### config.mk
export PLATFORM = sky130hd
export DESIGN_NAME = http_header_length_parser_core
export DESIGN_NICKNAME = d
export VERILOG_FILES = /design/src/sv/hlp_pkg.sv /design/src/sv/http_header_length_parser_core.sv
export SDC_FILE = /design/constraint.sdc
export NUM_CORES = 1
export LEC_CHECK = 0
export BUFFER_PORTS_ARGS = -buffer_cell sky130_fd_sc_hd__buf_4
export CAP_MARGIN = 20
export CORE_ASPECT_RATIO = 0.5
export CORE_MARGIN = 2
export CORE_UTILIZATION = 37
export DETAILED_ROUTE_END_ITERATION = 8
export GPL_TIMING_DRIVEN = 0
export PLACE_DENSITY = 0.56
export SLEW_MARGIN = 20
export SYNTH_ARGS = -nofsm -noshare
export SYNTH_HDL_FRONTEND = slang
export SYNTH_SLANG_ARGS = --single-unit
### constraint.sdc
create_clock -name clk -period 5.47 [get_ports clk]
set_input_delay 1.094 -clock clk [delete_from_list [all_inputs] [get_ports clk]]
set_output_delay 1.094 -clock clk [all_outputs]
set_load 0.05 [all_outputs]
### src/sv/hlp_pkg.sv
// Package for the HTTP header length parser: transaction structs, status codes,
// line phase encoding and the key text. No dependencies.
package hlp_pkg;

	localparam int unsigned KEY_LEN = 15;
	localparam int unsigned KEY_POS_W = 4;
	localparam int unsigned HDR_LEN_W = 17;
	localparam int unsigned CONT_LEN_W = 31;
	localparam int unsigned CFG_DATA_W = 31;
	localparam int unsigned CFG_IDX_W = 1;

	localparam logic [CONT_LEN_W-1:0] VALUE_MAX = '1;
	localparam logic [HDR_LEN_W-1:0] COUNT_MAX = '1;
	localparam logic [CONT_LEN_W-1:0] MAX_CONT_RESET = 31'd1073741824;
	localparam logic [HDR_LEN_W-1:0] MAX_HDR_RESET = 17'd65536;

	localparam logic [7:0] CHAR_CR = 8'h0d;
	localparam logic [7:0] CHAR_LF = 8'h0a;
	localparam logic [7:0] CHAR_SP = 8'h20;
	localparam logic [7:0] CHAR_TAB = 8'h09;
	localparam logic [7:0] CHAR_ZERO = 8'h30;

	typedef enum logic [CFG_IDX_W-1:0] {
		REG_MAX_CONT = 1'b0,
		REG_MAX_HDR  = 1'b1
	} cfg_reg_t;

	typedef enum logic [1:0] {
		ST_OK        = 2'd0,
		ST_TOO_LARGE = 2'd1,
		ST_HDR_LONG  = 2'd2,
		ST_EARLY_END = 2'd3
	} status_t;

	typedef enum logic [4:0] {
		PH_MATCH    = 5'b00001,
		PH_BLANKS   = 5'b00010,
		PH_DIGITS   = 5'b00100,
		PH_SKIPLINE = 5'b01000,
		PH_DONE     = 5'b10000
	} phase_t;

	// CR LF tracking: none, CR, CR LF, CR LF CR
	typedef enum logic [1:0] {
		EOL_NONE   = 2'd0,
		EOL_CR     = 2'd1,
		EOL_CRLF   = 2'd2,
		EOL_CRLFCR = 2'd3
	} eol_t;

	typedef struct packed {
		logic [7:0] data_byte;
		logic       last_byte;
	} hlp_in_t;

	typedef struct packed {
		status_t               status;
		logic [HDR_LEN_W-1:0]  header_length;
		logic [CONT_LEN_W-1:0] content_length;
	} hlp_out_t;

	// Lower-case key text "content-length:"
	function automatic logic [7:0] key_char(input logic [KEY_POS_W-1:0] pos);
		logic [7:0] ch;
		case (pos)
			4'd0:  ch = "c";
			4'd1:  ch = "o";
			4'd2:  ch = "n";
			4'd3:  ch = "t";
			4'd4:  ch = "e";
			4'd5:  ch = "n";
			4'd6:  ch = "t";
			4'd7:  ch = "-";
			4'd8:  ch = "l";
			4'd9:  ch = "e";
			4'd10: ch = "n";
			4'd11: ch = "g";
			4'd12: ch = "t";
			4'd13: ch = "h";
			4'd14: ch = ":";
			default: ch = 8'h00;
		endcase
		return ch;
	endfunction

endpackage

### src/sv/http_header_length_parser_core.sv
// HTTP header length parser, top level: input register, per-byte scanner state
// and result register. Depends on hlp_pkg.
//
// Takes one request byte per cycle unless a result waits on out_ready, and
// reports one result per request, when the blank line CR LF CR LF ends the header,
// when the byte limit max_header_length is reached, or when last_byte arrives
// first. The result carries the status, the header length in bytes and the value
// of the first "Content-Length:" line (matched without regard to case, 0 if absent
// or rejected). A result moves from the input register to the result register.
// The rate is set by the scanner state (byte count, CR LF tracker, key matcher,
// digit accumulator), which is updated once per byte.
// Configuration writes take effect for the next byte and are meant for idle time.
module http_header_length_parser_core import hlp_pkg::*; (
	input  logic                  clk,
	input  logic                  arst_n,
	input  logic                  in_valid,
	output logic                  in_ready,
	input  hlp_in_t               in_data,
	output logic                  out_valid,
	input  logic                  out_ready,
	output hlp_out_t              out_data,
	input  logic                  cfg_wr_en,
	input  logic [CFG_IDX_W-1:0]  cfg_index,
	input  logic [CFG_DATA_W-1:0] cfg_data
);

	logic [CONT_LEN_W-1:0] max_cont_q;
	logic [HDR_LEN_W-1:0]  max_hdr_q;

	logic    valid_s1;
	hlp_in_t data_s1;

	logic [HDR_LEN_W-1:0]  byte_cnt_q;
	eol_t                  eol_q;
	logic [KEY_POS_W-1:0]  key_pos_q;
	phase_t                phase_q;
	logic [CONT_LEN_W-1:0] len_q;
	logic                  found_q;

	logic                  out_valid_q;
	hlp_out_t              out_data_q;

	logic [HDR_LEN_W-1:0]  byte_cnt_d;
	eol_t                  eol_d;
	logic [KEY_POS_W-1:0]  key_pos_d;
	phase_t                phase_d;
	logic [CONT_LEN_W-1:0] len_d;
	logic                  found_d;
	logic                  hdr_end;
	logic                  produce;
	logic                  advance;
	hlp_out_t              result;
	logic [7:0]            ch;
	logic [7:0]            ch_lc;
	logic                  is_digit;
	logic [3:0]            digit;
	logic [CONT_LEN_W+3:0] prod;
	logic [CONT_LEN_W-1:0] len_acc;

	// Configuration registers
	always_ff @(posedge clk or negedge arst_n) begin
		if (!arst_n) begin
			max_cont_q <= MAX_CONT_RESET;
			max_hdr_q <= MAX_HDR_RESET;
		end else if (cfg_wr_en) begin
			case (cfg_reg_t'(cfg_index))
				REG_MAX_CONT: max_cont_q <= cfg_data;
				REG_MAX_HDR: max_hdr_q <= cfg_data[HDR_LEN_W-1:0];
				default: ;
			endcase
		end
	end

	assign ch = data_s1.data_byte;
	assign ch_lc = (ch inside {["A":"Z"]}) ? ch + 8'd32 : ch;
	assign is_digit = ch inside {["0":"9"]};
	assign digit = 4'(ch - CHAR_ZERO);

	// len * 10 + digit, saturating
	assign prod = {1'b0, len_q, 3'b000} + {3'b000, len_q, 1'b0}
		+ {{(CONT_LEN_W){1'b0}}, digit};
	assign len_acc = (prod > {4'b0000, VALUE_MAX}) ? VALUE_MAX : prod[CONT_LEN_W-1:0];

	always_comb begin
		byte_cnt_d = (byte_cnt_q == COUNT_MAX) ? byte_cnt_q : byte_cnt_q + 1'b1;

		hdr_end = 1'b0;
		if (ch == CHAR_CR) begin
			eol_d = (eol_q == EOL_CRLF) ? EOL_CRLFCR : EOL_CR;
		end else if (ch == CHAR_LF && eol_q == EOL_CR) begin
			eol_d = EOL_CRLF;
		end else if (ch == CHAR_LF && eol_q == EOL_CRLFCR) begin
			eol_d = EOL_NONE;
			hdr_end = 1'b1;
		end else begin
			eol_d = EOL_NONE;
		end

		key_pos_d = key_pos_q;
		phase_d = phase_q;
		len_d = len_q;
		found_d = found_q;
		if (!hdr_end) begin
			case (phase_q)
				PH_MATCH: begin
					if (key_pos_q < KEY_POS_W'(KEY_LEN) && ch_lc == key_char(key_pos_q)) begin
						key_pos_d = key_pos_q + 1'b1;
						if (key_pos_q == KEY_POS_W'(KEY_LEN - 1)) begin
							found_d = 1'b1;
							len_d = '0;
							phase_d = PH_BLANKS;
						end
					end else begin
						key_pos_d = '0;
						phase_d = (ch == CHAR_LF) ? PH_MATCH : PH_SKIPLINE;
					end
				end
				PH_SKIPLINE: begin
					if (ch == CHAR_LF) begin
						key_pos_d = '0;
						phase_d = PH_MATCH;
					end
				end
				PH_BLANKS: begin
					if (ch == CHAR_SP || ch == CHAR_TAB) begin
						phase_d = PH_BLANKS;
					end else if (is_digit) begin
						len_d = len_acc;
						phase_d = PH_DIGITS;
					end else begin
						phase_d = PH_DONE;
					end
				end
				PH_DIGITS: begin
					if (is_digit) begin
						len_d = len_acc;
					end else begin
						phase_d = PH_DONE;
					end
				end
				default: ;
			endcase
		end

		result.header_length = byte_cnt_d;
		result.content_length = '0;
		produce = 1'b1;
		if (hdr_end) begin
			if (found_q && len_q > max_cont_q) begin
				result.status = ST_TOO_LARGE;
			end else begin
				result.status = ST_OK;
				result.content_length = found_q ? len_q : '0;
			end
		end else if (byte_cnt_d >= max_hdr_q) begin
			result.status = ST_HDR_LONG;
		end else if (data_s1.last_byte) begin
			result.status = ST_EARLY_END;
		end else begin
			result.status = ST_OK;
			produce = 1'b0;
		end
	end

	// Process the held byte unless its result would overwrite one not yet taken
	assign advance = valid_s1 && (!out_valid_q || out_ready || !produce);
	assign in_ready = !valid_s1 || advance;

	always_ff @(posedge clk or negedge arst_n) begin
		if (!arst_n) begin
			valid_s1 <= 1'b0;
		end else if (in_valid && in_ready) begin
			valid_s1 <= 1'b1;
		end else if (advance) begin
			valid_s1 <= 1'b0;
		end
	end

	always_ff @(posedge clk) begin
		if (in_valid && in_ready) begin
			data_s1 <= in_data;
		end
	end

	always_ff @(posedge clk or negedge arst_n) begin
		if (!arst_n) begin
			byte_cnt_q <= '0;
			eol_q <= EOL_NONE;
			key_pos_q <= '0;
			phase_q <= PH_MATCH;
			len_q <= '0;
			found_q <= 1'b0;
		end else if (advance) begin
			if (produce) begin
				// request finished: clear for the next one
				byte_cnt_q <= '0;
				eol_q <= EOL_NONE;
				key_pos_q <= '0;
				phase_q <= PH_MATCH;
				len_q <= '0;
				found_q <= 1'b0;
			end else begin
				byte_cnt_q <= byte_cnt_d;
				eol_q <= eol_d;
				key_pos_q <= key_pos_d;
				phase_q <= phase_d;
				len_q <= len_d;
				found_q <= found_d;
			end
		end
	end

	always_ff @(posedge clk or negedge arst_n) begin
		if (!arst_n) begin
			out_valid_q <= 1'b0;
		end else if (advance && produce) begin
			out_valid_q <= 1'b1;
		end else if (out_ready) begin
			out_valid_q <= 1'b0;
		end
	end

	always_ff @(posedge clk) begin
		if (advance && produce) begin
			out_data_q <= result;
		end
	end

	assign out_valid = out_valid_q;
	assign out_data = out_data_q;

	a_phase_onehot: assert property (@(posedge clk) disable iff (!arst_n)
		$onehot(phase_q))
		else $error("line phase not one-hot");

	a_clear_after_result: assert property (@(posedge clk) disable iff (!arst_n)
		advance && produce |=> byte_cnt_q == '0 && !found_q && phase_q == PH_MATCH)
		else $error("scanner state not cleared after a result");

	a_len_zero_on_error: assert property (@(posedge clk) disable iff (!arst_n)
		out_valid && out_data.status != ST_OK |-> out_data.content_length == '0)
		else $error("content length reported with an error status");

	a_hdr_len_nonzero: assert property (@(posedge clk) disable iff (!arst_n)
		out_valid |-> out_data.header_length != '0)
		else $error("result with zero header length");

	a_no_drop: assert property (@(posedge clk) disable iff (!arst_n)
		out_valid && !out_ready && valid_s1 && produce |-> !advance)
		else $error("pending result would be overwritten");

endmodule

* Word level (Yosys, flattened, before mapping) *
Memories as Yosys holds them, arrays and structs flattened.
Index checks and enable logic that the tools add are counted.

storage, ports and cells
  register bits = 169
  memory bits (read-only) = 112
  memories kept = 1

memories
  name              words  bits a word  read ports  clocked after Yosys merged registers in  wr ports  line           source
  (name not given)  16     7            1           0                                        0         hlp_pkg.sv:65  case (pos)

operators by class
  equality and inequality tests = 21
  order comparisons = 8
  $add $sub $neg = 6
  bitwise operators = 3
  multiplexer cells = 51
  reductions and logical operators = 31

operator list
  kind                     count
  $mux W31                 7
  $pmux W31 S3             1
  $mux W5                  8
  $add A34 B32 Y35         1
  $add A35 B4 Y35          1
  $gt A35 B31 Y1 const B   1
  $mux W17                 2
  $gt A31 B31 Y1           1
  $eq A8 B4 Y1 const B     3
  $mux W8                  3
  $mux W4                  5
  $pmux W5 S4              1
  $add A17 B1 Y17 const B  1
  $eq A17 B17 Y1 const B   1
  $ge A17 B17 Y1           1
  $mux W1                  16
  $ne A3 B3 Y1 const B     5
  $mux W2                  7
  $reduce_and A6 Y1        2
  $reduce_bool A2 Y1       5
  $logic_and A1 B1 Y1      9
  $add A8 B6 Y8 const B    1
  $eq A8 B6 Y1 const B     1
  $eq A8 B8 Y1             1
  other kinds (27)         36

* Longest topological paths before layout *
  word-level depth = 12
  mapped depth = 20
  gate-level depth less buffers = 18

* Worst setup path after synthesis *
OpenSTA, ideal clock, no wires.

  path type = reg2reg
  start point = register byte_cnt_q[7]
  end point = register out_data_q, in the netlist out_data[0], enable pin
  data arrival time = 5.345 ns
  cell stages (with the launch flop) = 18
  required time = 5.010 ns
  path slack = -0.335 ns
  path buffers = 2
  path through = dfrtp_1 buf_2 and4_1 nand3_1 nor4_1 nand2_1 nand4_1 nor3_1 nand3_1 xnor2_1 ha_1 nand4_1 nor2_1 a21oi_1 nand3_2 o41a_1 buf_2 nor2_1

on the way
  longest elaborated chain between the ends = 9

ends and longest elaborated chain
  element                                                   line                                   source
  start: declaration                                        http_header_length_parser_core.sv:33   logic [HDR_LEN_W-1:0] byte_cnt_q;
  start signal: assignment                                  http_header_length_parser_core.sv:203  byte_cnt_q <= byte_cnt_d;
  $add A17 B1 Y17 / $eq A17 B17 Y1 (equally long branches)  http_header_length_parser_core.sv:85   byte_cnt_d = (byte_cnt_q == COUNT_MAX) ? byte_cnt_q : byte_cnt_q + 1'b1;
  $mux W17 *                                                http_header_length_parser_core.sv:85
  via byte_cnt_d[15]                                        http_header_length_parser_core.sv:43   logic [HDR_LEN_W-1:0] byte_cnt_d;
  $ge A17 B17 Y1 *                                          http_header_length_parser_core.sv:155  end else if (byte_cnt_d >= max_hdr_q) begin
  $mux W1 *                                                 http_header_length_parser_core.sv:155
  $mux W1 *                                                 http_header_length_parser_core.sv:148  if (hdr_end) begin
  $logic_not A1 Y1                                          http_header_length_parser_core.sv:166  assign advance = valid_s1 && (!out_valid_q || out_ready || !produce);
  $logic_or A1 B1 Y1                                        http_header_length_parser_core.sv:166
  $logic_and A1 B1 Y1                                       http_header_length_parser_core.sv:166
  $logic_and A1 B1 Y1 *                                     http_header_length_parser_core.sv:224  if (advance && produce) begin
  end signal: assignment                                    http_header_length_parser_core.sv:225  out_data_q <= result;
  end: declaration                                          http_header_length_parser_core.sv:41   hlp_out_t out_data_q;

Mark *: on every way through the listed nets, which the timed path passes. The rest lies on a longest branch.
A chain may end at the register's enable or synchronous reset.

* Worst setup path after layout *
  start point = register byte_cnt_q[7]
  end point = output port in_ready

on the way
  longest elaborated chain between the ends = 9

ends and longest elaborated chain
  element                                                   line                                   source
  $add A17 B1 Y17 / $eq A17 B17 Y1 (equally long branches)  http_header_length_parser_core.sv:85
  $mux W17 *                                                http_header_length_parser_core.sv:85
  via byte_cnt_d[15]                                        http_header_length_parser_core.sv:43
  $ge A17 B17 Y1 *                                          http_header_length_parser_core.sv:155
  $mux W1 *                                                 http_header_length_parser_core.sv:155
  $mux W1 *                                                 http_header_length_parser_core.sv:148
  $logic_not A1 Y1 *                                        http_header_length_parser_core.sv:166
  $logic_or A1 B1 Y1 *                                      http_header_length_parser_core.sv:166
  $logic_and A1 B1 Y1 *                                     http_header_length_parser_core.sv:166
  $logic_or A1 B1 Y1 *                                      http_header_length_parser_core.sv:167  assign in_ready = !valid_s1 || advance;
  end: declaration                                          http_header_length_parser_core.sv:17   output logic in_ready,

Marked as above.

==> impl_metrics.env <==
export IMPL_status="finished, final reports clean"
export IMPL_cts_clk_slew_worst_paths_ns=0.07
export IMPL_fin_worst_skew_ns=0.0122
export IMPL_cts_tree="built"
export IMPL_setup_violations=0
export IMPL_clock_path_buffers=2
export IMPL_core_region_area_um2=29100
export IMPL_synth_area_um2=11000
export IMPL_nets=1425
export IMPL_fill_cells=2753
export IMPL_cts_root_buf="clkbuf_16"
export IMPL_slew_headroom_pct=52.0
export IMPL_crit_type="reg2out"
export IMPL_yosysSeqAreaShare_pct=41.1
export IMPL_htreeDepth=4
export IMPL_fin_crit_sh_pct=94.1
export IMPL_async_flop_share_pct=65.1
export IMPL_synth_top_area_cell="dfrtp_1"
export IMPL_critPathRequiredTime_ns=4.38
export IMPL_rrSetupSlack_ns=0.49
export IMPL_finalSetupTns_ns=0
export IMPL_cp_top_family="simple AND/OR/NAND/NOR gates"
export IMPL_whs_ns=0.505
export IMPL_post_route_drc_count=0
export IMPL_postRouteWirelength_um=28900
export IMPL_synth_edf_count=59
export IMPL_rr_worst_depth=20
export IMPL_cp_slowest_cell="or3_4"
export IMPL_grt_pass1_wl_um=46600
export IMPL_hold_viol_final=0
export IMPL_hp_start="max_hdr_q[6]"
export IMPL_fin_total_pwr_mw=3.16
export IMPL_fmax_mhz=194
export IMPL_drive_gt1_share_pct=19.5
export IMPL_vias=8820
export IMPL_clock_sinks=169
export IMPL_critPathMaxStageDelay_ns=0.39
export IMPL_dieArea_um2=31300
export IMPL_synth_avg_cell_area_um2=9.76
export IMPL_initial_utilization_pct=37.8
export IMPL_worstHoldPathCells=1
export IMPL_path_buf_inv=3
export IMPL_hold_end="max_hdr_q[6]"
export IMPL_r2r_end="len_q[22]"
export IMPL_worstReg2RegStart="byte_cnt_q[7]"
export IMPL_io_buffers=97
export IMPL_hpwl_um=22200
export IMPL_antenna_found_initial=0
export IMPL_end_kind="output port"
export IMPL_gr_total_overflow=0
export IMPL_route_antenna_remaining_nets=0
export IMPL_design_area_um2=13100
export IMPL_ys_warn_count=0
export IMPL_dp_slack_ns=-0.0284
export IMPL_crit_chain="buf_2, and4_2, nand3_2, nor4_4, nand2_2, nand4_1, nor3_4, nand3_1, xnor2_2, ha_1, nand4_1, buf_4, a2bb2oi_2, nand3_4, nor3_4, or3_4, buf_4"
export IMPL_routedWlPerCell_um=17.4
export IMPL_diodes=0
export IMPL_fin_ws_ns=0.325
export IMPL_cts_buffers=17
export IMPL_synth_nets=1294
export IMPL_drt_iter0_markers=689
export IMPL_viasPerCell=5.30
export IMPL_synth_area_leaders="dfrtp_1 (24%), edfxtp_1 (16%), ha_1 (13%)"
export IMPL_cts_hold_buf=0
export IMPL_die_w_um=248
export IMPL_min_path_type="reg2reg"
export IMPL_arrival_ns=4.05
export IMPL_die_y_um=126
export IMPL_ir_worst_vdd_mv=0.229
export IMPL_synth_main_ff_cell="dfrtp_1"
export IMPL_p_leak_nw=5.88
export IMPL_dp_cells=1620
export IMPL_p_per_area_nw_per_um2=241
export IMPL_drv_slew=0
export IMPL_tightestPinTransition_ns=0.717
export IMPL_maxCapViolCount=0
export IMPL_gp_congestion=0.889
export IMPL_ys_ff_latch=169
export IMPL_yosysTopAreaCellShare_pct=24.3
export IMPL_grt_pass1_vias=8710
export IMPL_area_delta_synth_final_pct=19.1
export IMPL_final_cell_count_no_fill=1664
export IMPL_grt_total_usage_pct=19.1
export IMPL_synthCells=1129
export IMPL_worst_setup_path_start_kind="flop"
export IMPL_final_util_pct=45.0
export IMPL_first_pass_iters=5
export IMPL_clk_latency_ns=0.46
export IMPL_place_area_um2=12300
export IMPL_io_pins=98
export IMPL_std_cell_rows=44
export IMPL_period_needed_ns=5.15
export IMPL_grt_max_degree=78
export IMPL_critPathMaxFanout=8
export IMPL_rsz0062_at_grt="no"
export IMPL_synth_distinct_cells=81
per-layer routing:
metal | track usage, % | up-vias | share of wire (%)
met2 | 31.1 | 136 | 47
li1 | - | 4327 | -
met3 | 3.11 | 33 | 3.4
met5 | 0 | - | 0
met4 | 5.18 | 0 | 1.6
met1 | 26.5 | 4324 | 48
final cells by class:
| cell class | count | area [µm²] | share of cell area [%] |
|---|---|---|---|
| buffer | 47 | 251 | 1.92 |
| clock buffer | 17 | 425 | 3.24 |
| clock inverter | 15 | 158 | 1.20 |
| inverter | 102 | 383 | 2.92 |
| multi-input combinational | 811 | 5980 | 45.6 |
| sequential | 169 | 4530 | 34.5 |
| tap | 391 | 489 | 3.73 |
| timing repair buffer | 112 | 897 | 6.84 |
cell families after synthesis:
logic type / after synthesis / share of synthesized area, %
multiplexers: 27 / 2.77
AND/OR/NAND/NOR: 316 / 15.0
AO/OA/AOI/OAI: 302 / 17.9
adder cells (fa/ha/maj): 120 / 13.7
flip-flops: 169 / 41.1
XOR/XNOR: 46 / 3.66
buffers and inverters: 149 / 5.76
where the power goes:
group	internal, mW	leakage [nW]	switching [mW]
combinational	0.180	3.58	0.318
sequential	1.41	2.01	0.0480
clock	0.608	0.282	0.602
state kept, by name (all words and copies together), names as in the netlist:
name and cells:
out_data 50, len_q 31, max_cont_q 31, byte_cnt_q 17
max_hdr_q 17, ch 8, phase_q 5, key_pos_q 4
eol_q 2, data_s1 1, found_q 1, out_valid 1
valid_s1 1
Yosys cell counts (4+ instances only):
library cell	number
buf_6	8
a21oi_1	62
xor2_1	18
xnor2_1	28
o31ai_1	5
buf_2	12
nand3_1	20
o21a_1	8
nand4_1	18
nor4_1	7
o211ai_1	6
edfxtp_1	59
dfrtp_1	107
o21ai_0	66
nor2b_1	14
nor3_2	21
ha_1	117
o21ai_1	35
a211oi_1	37
a22o_1	13
a211o_1	4
and3_1	7
nor3_1	18
nand3b_1	4
nor2_1	55
nor3b_1	4
nand2_1	111
or3_1	5
a31oi_1	8
nand2b_1	12
inv_1	102
mux2_2	22
a21o_1	19
and2_1	6
clkbuf_1	25
worst max path at each step:
stage | to | from | cells past startpoint | slack (ns)
2_1_floorplan | out_data[0] | byte_cnt_q[7] | 17 | 0.53
3_3_place_gp | out_data[13] | byte_cnt_q[7] | 17 | -0.76
3_5_place_dp | in_ready | byte_cnt_q[7] | 17 | -0.03
4_1_cts | in_ready | byte_cnt_q[7] | 17 | 0.03
5_1_grt | in_ready | byte_cnt_q[7] | 17 | 0.04
6_report | in_ready | byte_cnt_q[7] | 17 | 0.32
cell usage in the layout, fill, tap and decap left out, types with 18 or more instances in the layout:
cell type,n
ha_1,117
xnor2_1,25
clkbuf_1,25
o21ai_1,35
inv_1,102
a21o_1,19
nand4_1,18
edfxtp_1,59
o21ai_0,66
nand3_1,18
a211oi_1,37
mux2_2,22
nor3_2,21
dfrtp_1,107
nand2_1,110
buf_4,108
nor2_1,52
a21oi_1,62
what timing repair did:
action                     in CTS  in global routing
hold endpoints to repair        0                  0
resized for setup               6                 16
pin swaps                       3                  9
setup endpoints to repair       1                  6
buffers inserted                1                 11
Note: power is estimated with default switching activity, not from simulation.
